--- src/rtl/tpe_pkg.sv ---
package tpe_pkg;

  // default pool size
  localparam int SLOTS_DEFAULT = 16;

  // field widths
  localparam int OP_W   = 2;
  localparam int TIME_W = 32;
  localparam int TAG_W  = 32;
  localparam int HDL_W  = 4;
  localparam int KIND_W = 3;
  localparam int SLOT_OUT_W = 4;

  // packed stream layouts
  localparam int IN_DATA_W  = 104;
  localparam int OUT_DATA_W = 40;

  // operation codes
  localparam logic [OP_W-1:0] OP_SCHEDULE = 2'd0;
  localparam logic [OP_W-1:0] OP_CANCEL   = 2'd1;
  localparam logic [OP_W-1:0] OP_TICK     = 2'd2;

  // result kinds
  typedef enum logic [KIND_W-1:0] {
    KIND_SCHEDULED = 3'd0,
    KIND_FULL      = 3'd1,
    KIND_EXPIRED   = 3'd2,
    KIND_CANCELLED = 3'd3,
    KIND_TICK_DONE = 3'd4
  } kind_t;

  // per-slot status
  typedef enum logic [1:0] {
    ST_FREE    = 2'd0,
    ST_TIMED   = 2'd1,
    ST_PERSIST = 2'd2,
    ST_CANCEL  = 2'd3
  } slot_status_t;

  // controller to datapath commands
  typedef struct packed {
    logic  clr_idx;
    logic  inc_idx;
    logic  sched_wr;
    logic  cancel_wr;
    logic  free_slot;
    logic  emit;
    kind_t emit_kind;
    logic  emit_slot;
    logic  emit_tag;
    logic  emit_last;
  } tpe_cmd_t;

  // datapath to controller status
  typedef struct packed {
    logic slot_free;
    logic slot_timed;
    logic slot_cancel;
    logic expired;
    logic idx_last;
    logic out_free;
  } tpe_stat_t;

endpackage

--- src/rtl/timer_pool_expiry_engine.sv ---
// Timer pool expiry engine: a table of TIMER_SLOTS timer slots.
// Input stream s_*: one request per beat, s_tuser selects schedule, cancel
// or tick. Output stream m_*: result beats, m_tuser gives the result kind
// and m_tlast marks the final result of a request. Schedule and cancel give
// one result, a tick gives one expiry per due slot in ascending slot order
// and then a tick-done beat.
// Config channel cfg_*: one bit, 1 starts new timers at the last tick
// time, 0 at the request's current time; write it while idle.
// A schedule scans from slot 0 up to the lowest free slot, or reports full
// after the last one; a tick scans every slot, a timed slot also waiting
// for the registered entry read, and then loads the done beat.
// One request is in flight at a time; s_tready rises with the edge that
// loads the last result.
// A stalled m_tready holds the result register; the scan stops only where
// a result must be loaded, and walks on over the other slots.
// Reset frees every slot, clears the cached tick time and the config bit;
// entry memory is not cleared and needs no clearing pass.
module timer_pool_expiry_engine #(
  parameter int TIMER_SLOTS = tpe_pkg::SLOTS_DEFAULT
) (
  input  logic                              clk,
  input  logic                              rst,
  // operation[1:0]
  input  logic [tpe_pkg::OP_W-1:0]          s_tuser,
  // current_time[31:0], delay[63:32], subject_tag[95:64], handle[99:96],
  // zero fill
  input  logic [tpe_pkg::IN_DATA_W-1:0]     s_tdata,
  input  logic                              s_tvalid,
  output logic                              s_tready,
  // kind[2:0]
  output logic [tpe_pkg::KIND_W-1:0]        m_tuser,
  // slot[3:0], tag_out[35:4], zero fill
  output logic [tpe_pkg::OUT_DATA_W-1:0]    m_tdata,
  output logic                              m_tlast,
  output logic                              m_tvalid,
  input  logic                              m_tready,
  input  logic                              cfg_valid,
  output logic                              cfg_ready,
  input  logic [0:0]                        cfg_data
);

  tpe_pkg::tpe_cmd_t  cmd;
  tpe_pkg::tpe_stat_t stat;

  logic                               in_accept;
  logic [tpe_pkg::SLOT_OUT_W-1:0]     slot;
  logic [tpe_pkg::TAG_W-1:0]          tag_out;

  assign in_accept = s_tvalid && s_tready;
  assign cfg_ready = 1'b1;

  // sequencer
  tpe_ctrl u_ctrl (
    .clk      (clk),
    .rst      (rst),
    .in_valid (s_tvalid),
    .in_ready (s_tready),
    .in_op    (s_tuser),
    .stat     (stat),
    .cmd      (cmd)
  );

  // slot table and result register
  tpe_dp #(
    .TIMER_SLOTS (TIMER_SLOTS)
  ) u_dp (
    .clk       (clk),
    .rst       (rst),
    .in_accept (in_accept),
    .in_op     (s_tuser),
    .in_now    (s_tdata[31:0]),
    .in_delay  (s_tdata[63:32]),
    .in_tag    (s_tdata[95:64]),
    .in_handle (s_tdata[99:96]),
    .cfg_we    (cfg_valid && cfg_ready),
    .cfg_bit   (cfg_data[0]),
    .cmd       (cmd),
    .stat      (stat),
    .out_valid (m_tvalid),
    .out_ready (m_tready),
    .out_kind  (m_tuser),
    .out_slot  (slot),
    .out_tag   (tag_out),
    .out_last  (m_tlast)
  );

  assign m_tdata = {4'b0000, tag_out, slot};

endmodule

--- src/rtl/tpe_ctrl.sv ---
module tpe_ctrl (
  input  logic                          clk,
  input  logic                          rst,
  input  logic                          in_valid,
  output logic                          in_ready,
  input  logic [tpe_pkg::OP_W-1:0]      in_op,
  input  tpe_pkg::tpe_stat_t            stat,
  output tpe_pkg::tpe_cmd_t             cmd
);

  typedef enum logic [2:0] {
    S_IDLE,
    S_SCHED,
    S_CANCEL,
    S_TICK_RD,
    S_TICK_CHK,
    S_TICK_END
  } state_t;

  state_t state;
  state_t state_next;

  assign in_ready = (state == S_IDLE);

  // next state and datapath commands
  always_comb begin
    state_next = state;
    cmd        = '0;
    unique case (state)
      S_IDLE: begin
        if (in_valid) begin
          cmd.clr_idx = 1'b1;
          unique case (in_op)
            tpe_pkg::OP_SCHEDULE: state_next = S_SCHED;
            tpe_pkg::OP_CANCEL:   state_next = S_CANCEL;
            tpe_pkg::OP_TICK:     state_next = S_TICK_RD;
            default:              state_next = S_IDLE;
          endcase
        end
      end
      // walk slots until a free one turns up or the pool proves full
      S_SCHED: begin
        if (stat.slot_free) begin
          if (stat.out_free) begin
            cmd.sched_wr  = 1'b1;
            cmd.emit      = 1'b1;
            cmd.emit_kind = tpe_pkg::KIND_SCHEDULED;
            cmd.emit_slot = 1'b1;
            cmd.emit_last = 1'b1;
            state_next    = S_IDLE;
          end
        end else if (stat.idx_last) begin
          if (stat.out_free) begin
            cmd.emit      = 1'b1;
            cmd.emit_kind = tpe_pkg::KIND_FULL;
            cmd.emit_last = 1'b1;
            state_next    = S_IDLE;
          end
        end else begin
          cmd.inc_idx = 1'b1;
        end
      end
      S_CANCEL: begin
        if (stat.out_free) begin
          cmd.cancel_wr = 1'b1;
          cmd.emit      = 1'b1;
          cmd.emit_kind = tpe_pkg::KIND_CANCELLED;
          cmd.emit_last = 1'b1;
          state_next    = S_IDLE;
        end
      end
      // status look, timed slots go on to S_TICK_CHK for the registered memory read
      S_TICK_RD: begin
        if (stat.slot_timed) begin
          state_next = S_TICK_CHK;
        end else begin
          cmd.free_slot = stat.slot_cancel;
          if (stat.idx_last) begin
            state_next = S_TICK_END;
          end else begin
            cmd.inc_idx = 1'b1;
          end
        end
      end
      // due time compare and expiry report
      S_TICK_CHK: begin
        if (!stat.expired || stat.out_free) begin
          if (stat.expired) begin
            cmd.emit      = 1'b1;
            cmd.emit_kind = tpe_pkg::KIND_EXPIRED;
            cmd.emit_slot = 1'b1;
            cmd.emit_tag  = 1'b1;
            cmd.free_slot = 1'b1;
          end
          if (stat.idx_last) begin
            state_next = S_TICK_END;
          end else begin
            cmd.inc_idx = 1'b1;
            state_next  = S_TICK_RD;
          end
        end
      end
      S_TICK_END: begin
        if (stat.out_free) begin
          cmd.emit      = 1'b1;
          cmd.emit_kind = tpe_pkg::KIND_TICK_DONE;
          cmd.emit_last = 1'b1;
          state_next    = S_IDLE;
        end
      end
      default: state_next = S_IDLE;
    endcase
  end

  // state register
  always_ff @(posedge clk) begin
    if (rst) begin
      state <= S_IDLE;
    end else begin
      state <= state_next;
    end
  end

endmodule

--- src/rtl/tpe_dp.sv ---
module tpe_dp #(
  parameter int TIMER_SLOTS = tpe_pkg::SLOTS_DEFAULT
) (
  input  logic                              clk,
  input  logic                              rst,
  input  logic                              in_accept,
  input  logic [tpe_pkg::OP_W-1:0]          in_op,
  input  logic [tpe_pkg::TIME_W-1:0]        in_now,
  input  logic [tpe_pkg::TIME_W-1:0]        in_delay,
  input  logic [tpe_pkg::TAG_W-1:0]         in_tag,
  input  logic [tpe_pkg::HDL_W-1:0]         in_handle,
  input  logic                              cfg_we,
  input  logic                              cfg_bit,
  input  tpe_pkg::tpe_cmd_t                 cmd,
  output tpe_pkg::tpe_stat_t                stat,
  output logic                              out_valid,
  input  logic                              out_ready,
  output logic [tpe_pkg::KIND_W-1:0]        out_kind,
  output logic [tpe_pkg::SLOT_OUT_W-1:0]    out_slot,
  output logic [tpe_pkg::TAG_W-1:0]         out_tag,
  output logic                              out_last
);

  localparam int SLOT_W = $clog2(TIMER_SLOTS);
  localparam int ENT_W  = tpe_pkg::TAG_W + 2 * tpe_pkg::TIME_W;

  // captured request
  logic [tpe_pkg::TIME_W-1:0] now_r;
  logic [tpe_pkg::TIME_W-1:0] delay_r;
  logic [tpe_pkg::TAG_W-1:0]  tag_r;
  logic [tpe_pkg::HDL_W-1:0]  handle_r;

  logic                       use_cached;
  logic [tpe_pkg::TIME_W-1:0] last_tick;

  logic [SLOT_W-1:0]          idx;
  tpe_pkg::slot_status_t      status [TIMER_SLOTS];

  logic [ENT_W-1:0]           mem [TIMER_SLOTS];
  logic [ENT_W-1:0]           rdata;

  logic [SLOT_W+3:0]          idx_wide;
  logic [SLOT_W+3:0]          hdl_wide;
  logic [SLOT_W-1:0]          hidx;
  logic                       hdl_ok;
  tpe_pkg::slot_status_t      cur_st;
  logic [tpe_pkg::TIME_W-1:0] start_sel;
  logic [tpe_pkg::TIME_W:0]   due;
  logic [tpe_pkg::TIME_W-1:0] rd_start;
  logic [tpe_pkg::TIME_W-1:0] rd_len;
  logic [tpe_pkg::TAG_W-1:0]  rd_tag;

  // request capture, cached tick time, config
  always_ff @(posedge clk) begin
    if (rst) begin
      last_tick  <= '0;
      use_cached <= 1'b0;
    end else begin
      if (in_accept && in_op == tpe_pkg::OP_TICK) begin
        last_tick <= in_now;
      end
      if (cfg_we) begin
        use_cached <= cfg_bit;
      end
    end
  end

  always_ff @(posedge clk) begin
    if (in_accept) begin
      now_r    <= in_now;
      delay_r  <= in_delay;
      tag_r    <= in_tag;
      handle_r <= in_handle;
    end
  end

  // scan index
  always_ff @(posedge clk) begin
    if (cmd.clr_idx) begin
      idx <= '0;
    end else if (cmd.inc_idx) begin
      idx <= idx + SLOT_W'(1);
    end
  end

  assign idx_wide = {4'b0, idx};
  assign hdl_wide = {SLOT_W'(0), handle_r};
  assign hidx     = hdl_wide[SLOT_W-1:0];
  assign hdl_ok   = (32'(handle_r) < TIMER_SLOTS);
  assign cur_st   = status[idx];

  // slot status flops
  always_ff @(posedge clk) begin
    if (rst) begin
      for (int i = 0; i < TIMER_SLOTS; i++) begin
        status[i] <= tpe_pkg::ST_FREE;
      end
    end else begin
      if (cmd.sched_wr) begin
        status[idx] <= (delay_r != '0) ? tpe_pkg::ST_TIMED : tpe_pkg::ST_PERSIST;
      end
      if (cmd.free_slot) begin
        status[idx] <= tpe_pkg::ST_FREE;
      end
      if (cmd.cancel_wr && hdl_ok && status[hidx] != tpe_pkg::ST_FREE) begin
        status[hidx] <= tpe_pkg::ST_CANCEL;
      end
    end
  end

  // timer entry memory: tag, length, start
  assign start_sel = use_cached ? last_tick : now_r;

  always_ff @(posedge clk) begin
    if (cmd.sched_wr) begin
      mem[idx] <= {tag_r, delay_r, start_sel};
    end
    rdata <= mem[idx];
  end

  assign rd_start = rdata[tpe_pkg::TIME_W-1:0];
  assign rd_len   = rdata[2*tpe_pkg::TIME_W-1:tpe_pkg::TIME_W];
  assign rd_tag   = rdata[ENT_W-1:2*tpe_pkg::TIME_W];

  // due time at full width
  assign due = {1'b0, rd_start} + {1'b0, rd_len};

  always_comb begin
    stat             = '0;
    stat.slot_free   = (cur_st == tpe_pkg::ST_FREE);
    stat.slot_timed  = (cur_st == tpe_pkg::ST_TIMED);
    stat.slot_cancel = (cur_st == tpe_pkg::ST_CANCEL);
    stat.expired     = (due < {1'b0, now_r});
    stat.idx_last    = (idx == SLOT_W'(TIMER_SLOTS - 1));
    stat.out_free    = !out_valid || out_ready;
  end

  // result register
  always_ff @(posedge clk) begin
    if (rst) begin
      out_valid <= 1'b0;
    end else if (cmd.emit) begin
      out_valid <= 1'b1;
    end else if (out_ready) begin
      out_valid <= 1'b0;
    end
  end

  always_ff @(posedge clk) begin
    if (cmd.emit) begin
      out_kind <= cmd.emit_kind;
      out_slot <= cmd.emit_slot ? idx_wide[3:0] : '0;
      out_tag  <= cmd.emit_tag ? rd_tag : '0;
      out_last <= cmd.emit_last;
    end
  end

endmodule

--- config.mk ---
export PLATFORM = sky130hd
export DESIGN_NAME = timer_pool_expiry_engine
export DESIGN_NICKNAME = d
export VERILOG_FILES = /design/src/rtl/tpe_pkg.sv /design/src/rtl/timer_pool_expiry_engine.sv /design/src/rtl/tpe_ctrl.sv /design/src/rtl/tpe_dp.sv
export SDC_FILE = /design/constraint.sdc
export NUM_CORES = 2
export LEC_CHECK = 0
export ABC_AREA = 1
export BUFFER_PORTS_ARGS = -buffer_cell sky130_fd_sc_hd__buf_2
export CAP_MARGIN = 20
export CORE_MARGIN = 1
export CORE_UTILIZATION = 45
export DETAILED_ROUTE_END_ITERATION = 8
export HOLD_SLACK_MARGIN = 0.03
export PLACE_DENSITY = 0.62
export SYNTH_ARGS = -nofsm -noshare
export SYNTH_HDL_FRONTEND = slang
export SYNTH_SLANG_ARGS = --single-unit
--- constraint.sdc ---
create_clock -name clk -period 23.1 [get_ports clk]
set_input_delay 1.155 -clock clk [delete_from_list [all_inputs] [get_ports clk]]
set_output_delay 1.155 -clock clk [all_outputs]
set_load 0.02 [all_outputs]
After elaboration in Yosys (flattened, before gate mapping)
Memory sizes are Yosys's and may differ from the RTL's. A register that Yosys moved wholly into a read port is not among the register bits.
Index checks and enable logic that the tools add are counted.
- flip-flop bits (word level): 181
- bits in latches: 0
- RAM bits: 1568
- memory bits (read-only): 0
- input bits: 112
- logic and storage cells: 114
- memories kept: 2
- add/sub/neg operators: 2
- $mul: 0
- divide/modulo/power cells: 0
- $lt $le $gt $ge: 1
- equality and inequality tests: 14
- shift operators: 0
- mux-type cells: 64
- bitwise operators: 1
- reduce and logical (&&, ||, !) cells: 17
- memory list (name ; depth ; width ; rd ports ; clocked after memory_dff ; wr ports ; RTL line ; text):
    u_dp.mem ; 16 ; 96 ; 1 ; 1 ; 1 ; tpe_dp.sv:39 ; logic [ENT_W-1:0] mem [TIMER_SLOTS];
    u_dp.status ; 16 ; 2 ; 2 ; 2 ; 16 ; tpe_dp.sv:37 ; tpe_pkg::slot_status_t status [TIMER_SLOTS];
- operator list (kind ; count):
    4-bit two-way mux ; 10
    32-bit by 32-bit adder with 33-bit output ; 1
    33-bit by 32-bit less-than comparator with 1-bit output ; 1
    32-bit two-way mux ; 1
    32-bit nonzero test ; 1
    1-bit two-way mux ; 31
    3-bit two-way mux ; 8
    4-bit one-hot mux with 4 select lines ; 1
    3-bit one-hot mux with 5 select lines ; 1
    7-bit two-way mux ; 2
    2-bit two-way mux ; 4
    3-bit by 2-bit == test with 1-bit output (second input constant) ; 2
    3-bit == test (second input constant) ; 2
    3-bit != test (second input constant) ; 2
    1-bit one-hot mux with 2 select lines ; 3
    2-bit one-hot mux with 3 select lines ; 1
    2-bit OR reduction ; 3
    5-bit two-way mux ; 1
    4-bit by 1-bit adder with 4-bit output (second input constant) ; 1
    2-bit by 1-bit == test with 1-bit output (second input constant) ; 2
    2-bit == test (second input constant) ; 2
    4-bit == test (second input constant) ; 1
    2-bit zero test ; 2
    4-bit AND reduction ; 1
    10 further kinds ; 15

Depth between registers and ports, before layout
- depth after elaboration: 13
- depth in mapped cells: 27
- gate-level depth less buffers: 26

By module
From an unflattened synthesis, not the netlist that was laid out.
- cell total of the unflattened synthesis: 5860
- area total of the unflattened synthesis: 72978.7 µm²
- modules (own cells, without submodules) (module ; times used ; cells an instance ; area an instance (µm²)):
    tpe_dp ; 1 ; 5767 ; 72467.0
    tpe_ctrl ; 1 ; 84 ; 459.2
    timer_pool_expiry_engine ; 1 ; 9 ; 52.6

Worst setup path after synthesis
Ideal clock, no wire load.
- path type: input to register
- from: input port m_tready
- to: memory u_dp.mem[11][0] in the netlist's numbering, enable pin
- arrival: 8.162 ns
- required time: 22.432 ns
- setup slack: 14.270 ns
- stages: 4
- path through: nor2_1 > nor3_1 > nand2_1 > nor3_1
- word-level cells in the longest chain between the ends: 6
- RTL lines (element ; RTL line ; text):
    start, declared ; timer_pool_expiry_engine.sv:36 ; input logic m_tready,
    1-bit logical OR ; tpe_dp.sv:135 ; stat.out_free = !out_valid || out_ready;
    1-bit two-way mux ; tpe_ctrl.sv:44 ; if (stat.out_free) begin
    1-bit two-way mux ; tpe_ctrl.sv:43 ; if (stat.slot_free) begin
    1-bit two-way mux ; tpe_ctrl.sv:29 ; unique case (state)
    1-bit two-way mux ; tpe_dp.sv:115 ; if (cmd.sched_wr) begin
    1-bit two-way mux (implied by the code) ; tpe_dp.sv:116 ; mem[idx] <= {tag_r, delay_r, start_sel};
    end, declared ; tpe_dp.sv:39 ;
Every way passes these cells.

==> out/qor.csv <==
stage;metric;value;unit
grt;grt_pass1_vias;42478;
logic_synthesis;yosysSeqAreaShare;0.7540;
logic_synthesis;ys.flop_type;edfxtp_1;
hold_path;min_path_cells;2;
logic_synthesis;synth_area_leader_cell;edfxtp_1;
floorplanning;die_w;401.7;um
sta;timing.slew.headroom;0.2142;
cells_and_area;area_growth;12.46;%
sta;hold_ws;0.4650;ns
logic_synthesis;synth_edf_count;1708;
hold_path;hold_path_class;reg2reg;
logic_synthesis;synth_area_leaders;edfxtp_1 71%, o21ai_0 5.9%, nor2_1 4.8%;
detailed_routing;via_count;45195;
grt;grtUsageTotal;0.2260;
detailed_routing;wire_per_inst;23.45;um
power_and_ir_drop;p_per_area;121.9;mW/mm2
power_and_ir_drop;irDropWorstVdd;0.09339;mV
floorplanning;dieHeight;401.7;um
floorplanning;design.core.area;0.1584;mm2
cells_and_area;num-nets-final;5871;
detailed_routing;ant_nets;0;
cts;cts_max_level;4;
detailed_routing;route.detailed.drc;0;
power_and_ir_drop;p_leak;27.34;nW
cts;cts_made_buffers;185;
cts;cts-root-buf;clkbuf_16;
sta;finClkSkew;0.02214;ns
critical_path;worst_setup_path_start_kind;register;
logic_synthesis;yosysUniqueCellTypes;49;
flow_run;cap_violations;0;
critical_path;critPathKind;reg2reg;
detailed_routing;drt_iter0_drc;5334;
cts;clock_path_buffers;3;
grt;grt-ovfl-total;0;
detailed_routing;drtPass1Iterations;5;
logic_synthesis;synthCells;5587;
critical_path;startpoint;u_dp.rdata[0];
critical_path;arrival;6.06;ns
critical_path;crit_path_max_fanout;36;
logic_synthesis;syn_area;0.07188;mm2
placement;gp_congestion;0.8602;
cts;cts_resized;0;
cts;cts_tree;done;
critical_path;endpoint_kind;register;
cts;post-cts-setup-buffers;0;
logic_synthesis;ys_warn_count;0;
floorplanning;io_pins;159;
floorplanning;rows;146;
critical_path;r2r-start;u_dp.rdata[0];
logic_synthesis;async_reset_ff_frac;0;
logic_synthesis;yosys_register_bits;1853;
cells_and_area;drive_gt1_frac;0.09769;
placement;hpwlAfterDp;93.46;mm
grt;grt_pass1_wl;273.7;mm
critical_path;reg2reg_slack;17.57;ns
sta;worst_pin_slew;1.176;ns
sta;period_needed;5.532;ns
sta;tns;0;ns
sta;drv_slew;0;
floorplanning;die_area;0.1613;mm2
sta;rsz0062_at_grt;no;
logic_synthesis;yosysTopAreaCellShare;0.7136;
cells_and_area;fin_util;0.5103;
grt;grt_max_degree;196;
cts;cts_hold_buf;0;
sta;max_freq;0.1808;GHz
hold_path;holdPathEnd;u_dp.last_tick[6];
hold_path;hold_start;u_dp.last_tick[6];
run_status;status;finished, final reports clean;
critical_path;reg2reg_to;u_dp.status[2][1];
cts;cts_num_sinks;1853;
placement;portBuffers;149;
cts;path_clk_slew;0.06;ns
grt;antenna_found_initial;5;
critical_path;crit_required;23.63;ns
logic_synthesis;synth_area_per_cell;12.86;um2
floorplanning;initial_utilization;0.4538;
detailed_routing;post_drt_via_cell_ratio;5.707;
cells_and_area;nFillCells;13323;
sta;final_hold_viol_count;0;
critical_path;r2r_cells;24;
detailed_routing;wl;185.7;mm
sta;fin_crit_sh;0.2395;
cts;worstSkewPairLatency;0.80;ns
sta;finalSetupViolCount;0;
final cells by class:
cell class | instances | area (um2) | share of cell area
multi-input cells | 3223 | 15880 | 0.1965
clock inverters | 78 | 595.6 | 0.007368
repair buffers | 249 | 1654 | 0.02046
inverters | 176 | 680.7 | 0.008421
clock buffers | 266 | 5220 | 0.06458
flip-flops and latches | 1853 | 54200 | 0.6706
diodes | 2 | 5.005 | 0.00006192
well taps | 2072 | 2592 | 0.03207
metal layers:
layer  GRT usage  wire [um]  vias up
li1            -          -    20610
met2      0.3536      85380     1782
met5           0          8        -
met4     0.06325       4179        2
met3     0.03155      13540      256
met1      0.3304      82550    22545
registers in the layout, summed over array words and instances (netlist names), named ones only:
name and cells:
u_dp.handle_r 4, u_dp.out_tag 32, u_ctrl.state 3, u_dp.tag_r 32, u_dp.out_slot 4, u_dp.last_tick 32
u_dp.out_kind 3, u_dp.delay_r 32, u_dp.out_last 1, u_dp.use_cached 1, u_dp.idx 4, u_dp.mem 1536
u_dp.status 32, u_dp.now_r 32, u_dp.out_valid 1, u_dp.rdata 96
synth_stat cells, types with 11 or more instances:
master    count
o21ai_0     841
nand2_1     607
xnor2_1      13
nand4_1     106
xor2_1       18
clkbuf_1    311
buf_1        13
nor2_1      915
dfxtp_1     145
nand2_2      14
a21oi_1      92
ha_1         70
nand3_1      83
o22ai_1     384
edfxtp_1   1708
nor3_1       11
inv_1       173
critical path: stages, from the launching register on:
cell,delay (ns)
dfxtp_1,0.32
ha_1,0.19
inv_1,0.06
fa_1,0.40
nand3b_1,0.18
nand2_1,0.13
nand2_1,0.11
nand2_2,0.10
nand2_1,0.07
nand2_2,0.14
a31oi_1,0.13
o21ai_0,0.29
a21oi_1,0.17
o21ai_0,0.23
xor2_1,0.18
ha_1,0.26
a21o_1,0.16
a21oi_1,0.15
o2111ai_2,0.17
nor2_4,0.26
nand4_4,0.55
nand2_2,0.27
nand2_4,0.11
a21oi_4,0.50
nor2_1,0.11
worst max-delay path by stage:
stage                                    to  slack (ns)  cells after the start
after floorplan             u_dp.mem[11][0]       14.27                      4
after detailed placement  u_dp.status[1][1]       17.54                     24
after global routing      u_dp.status[4][1]       17.03                     24
final                     u_dp.status[2][1]       17.57                     24
after global placement    u_dp.status[1][0]       17.54                     25
after CTS                 u_dp.status[1][1]       17.52                     24
per-stage QoR:
step / cell area (um2) / instances / power, mW / worst slack, ns
after floorplan: 71890 / 5590 / 6.142 / 14.27
after global placement: 74940 / 7569 / 6.960 / 17.54
after detailed placement: 74960 / 7570 / 7.016 / 17.54
after CTS: 80780 / 7914 / 9.885 / 17.52
after global routing: 80820 / 7917 / 10.36 / 17.03
final: 80830 / 7919 / 9.852 / 17.57
where the power goes:
group          switching [mW]  total [mW]  leakage, nW  internal (mW)
Clock                    1.24        2.88         2.86           1.64
Combinational            1.88        2.73         7.77          0.850
Sequential              0.220        4.24         16.7           4.02
placed cells by master, fill, tap and decap left out, drive strengths merged, types with 2 or more instances in the layout:
master / instances
a21boi: 3
a21o: 5
a21oi: 96
a31o: 2
a31oi: 7
buf: 249
bufinv: 6
clkbuf: 266
clkinv: 62
clkinvlp: 3
conb: 5
dfxtp: 145
diode: 2
edfxtp: 1708
ha: 70
inv: 183
nand2: 623
nand3: 85
nand4: 107
nor2: 916
nor3: 13
nor4: 9
o2111ai: 2
o211ai: 5
o21ai: 842
o21bai: 2
o22ai: 384
o311ai: 9
xnor2: 13
xor2: 18
cell families (layout without fill, tap and decap cells):
group | count (synthesis) | count (layout) | synth area share
and+or+nand+nor | 1755 | 1755 | 0.09879
DFF | 1853 | 1853 | 0.7540
other | 2 | 7 | 0.0001045
buffers and inverters | 514 | 769 | 0.02742
adders and majority gates | 71 | 71 | 0.01246
xor gates and xnor gates | 31 | 31 | 0.003778
AOI/OAI and AO/OA | 1361 | 1361 | 0.1035
Power figures use the tool's default switching activity.
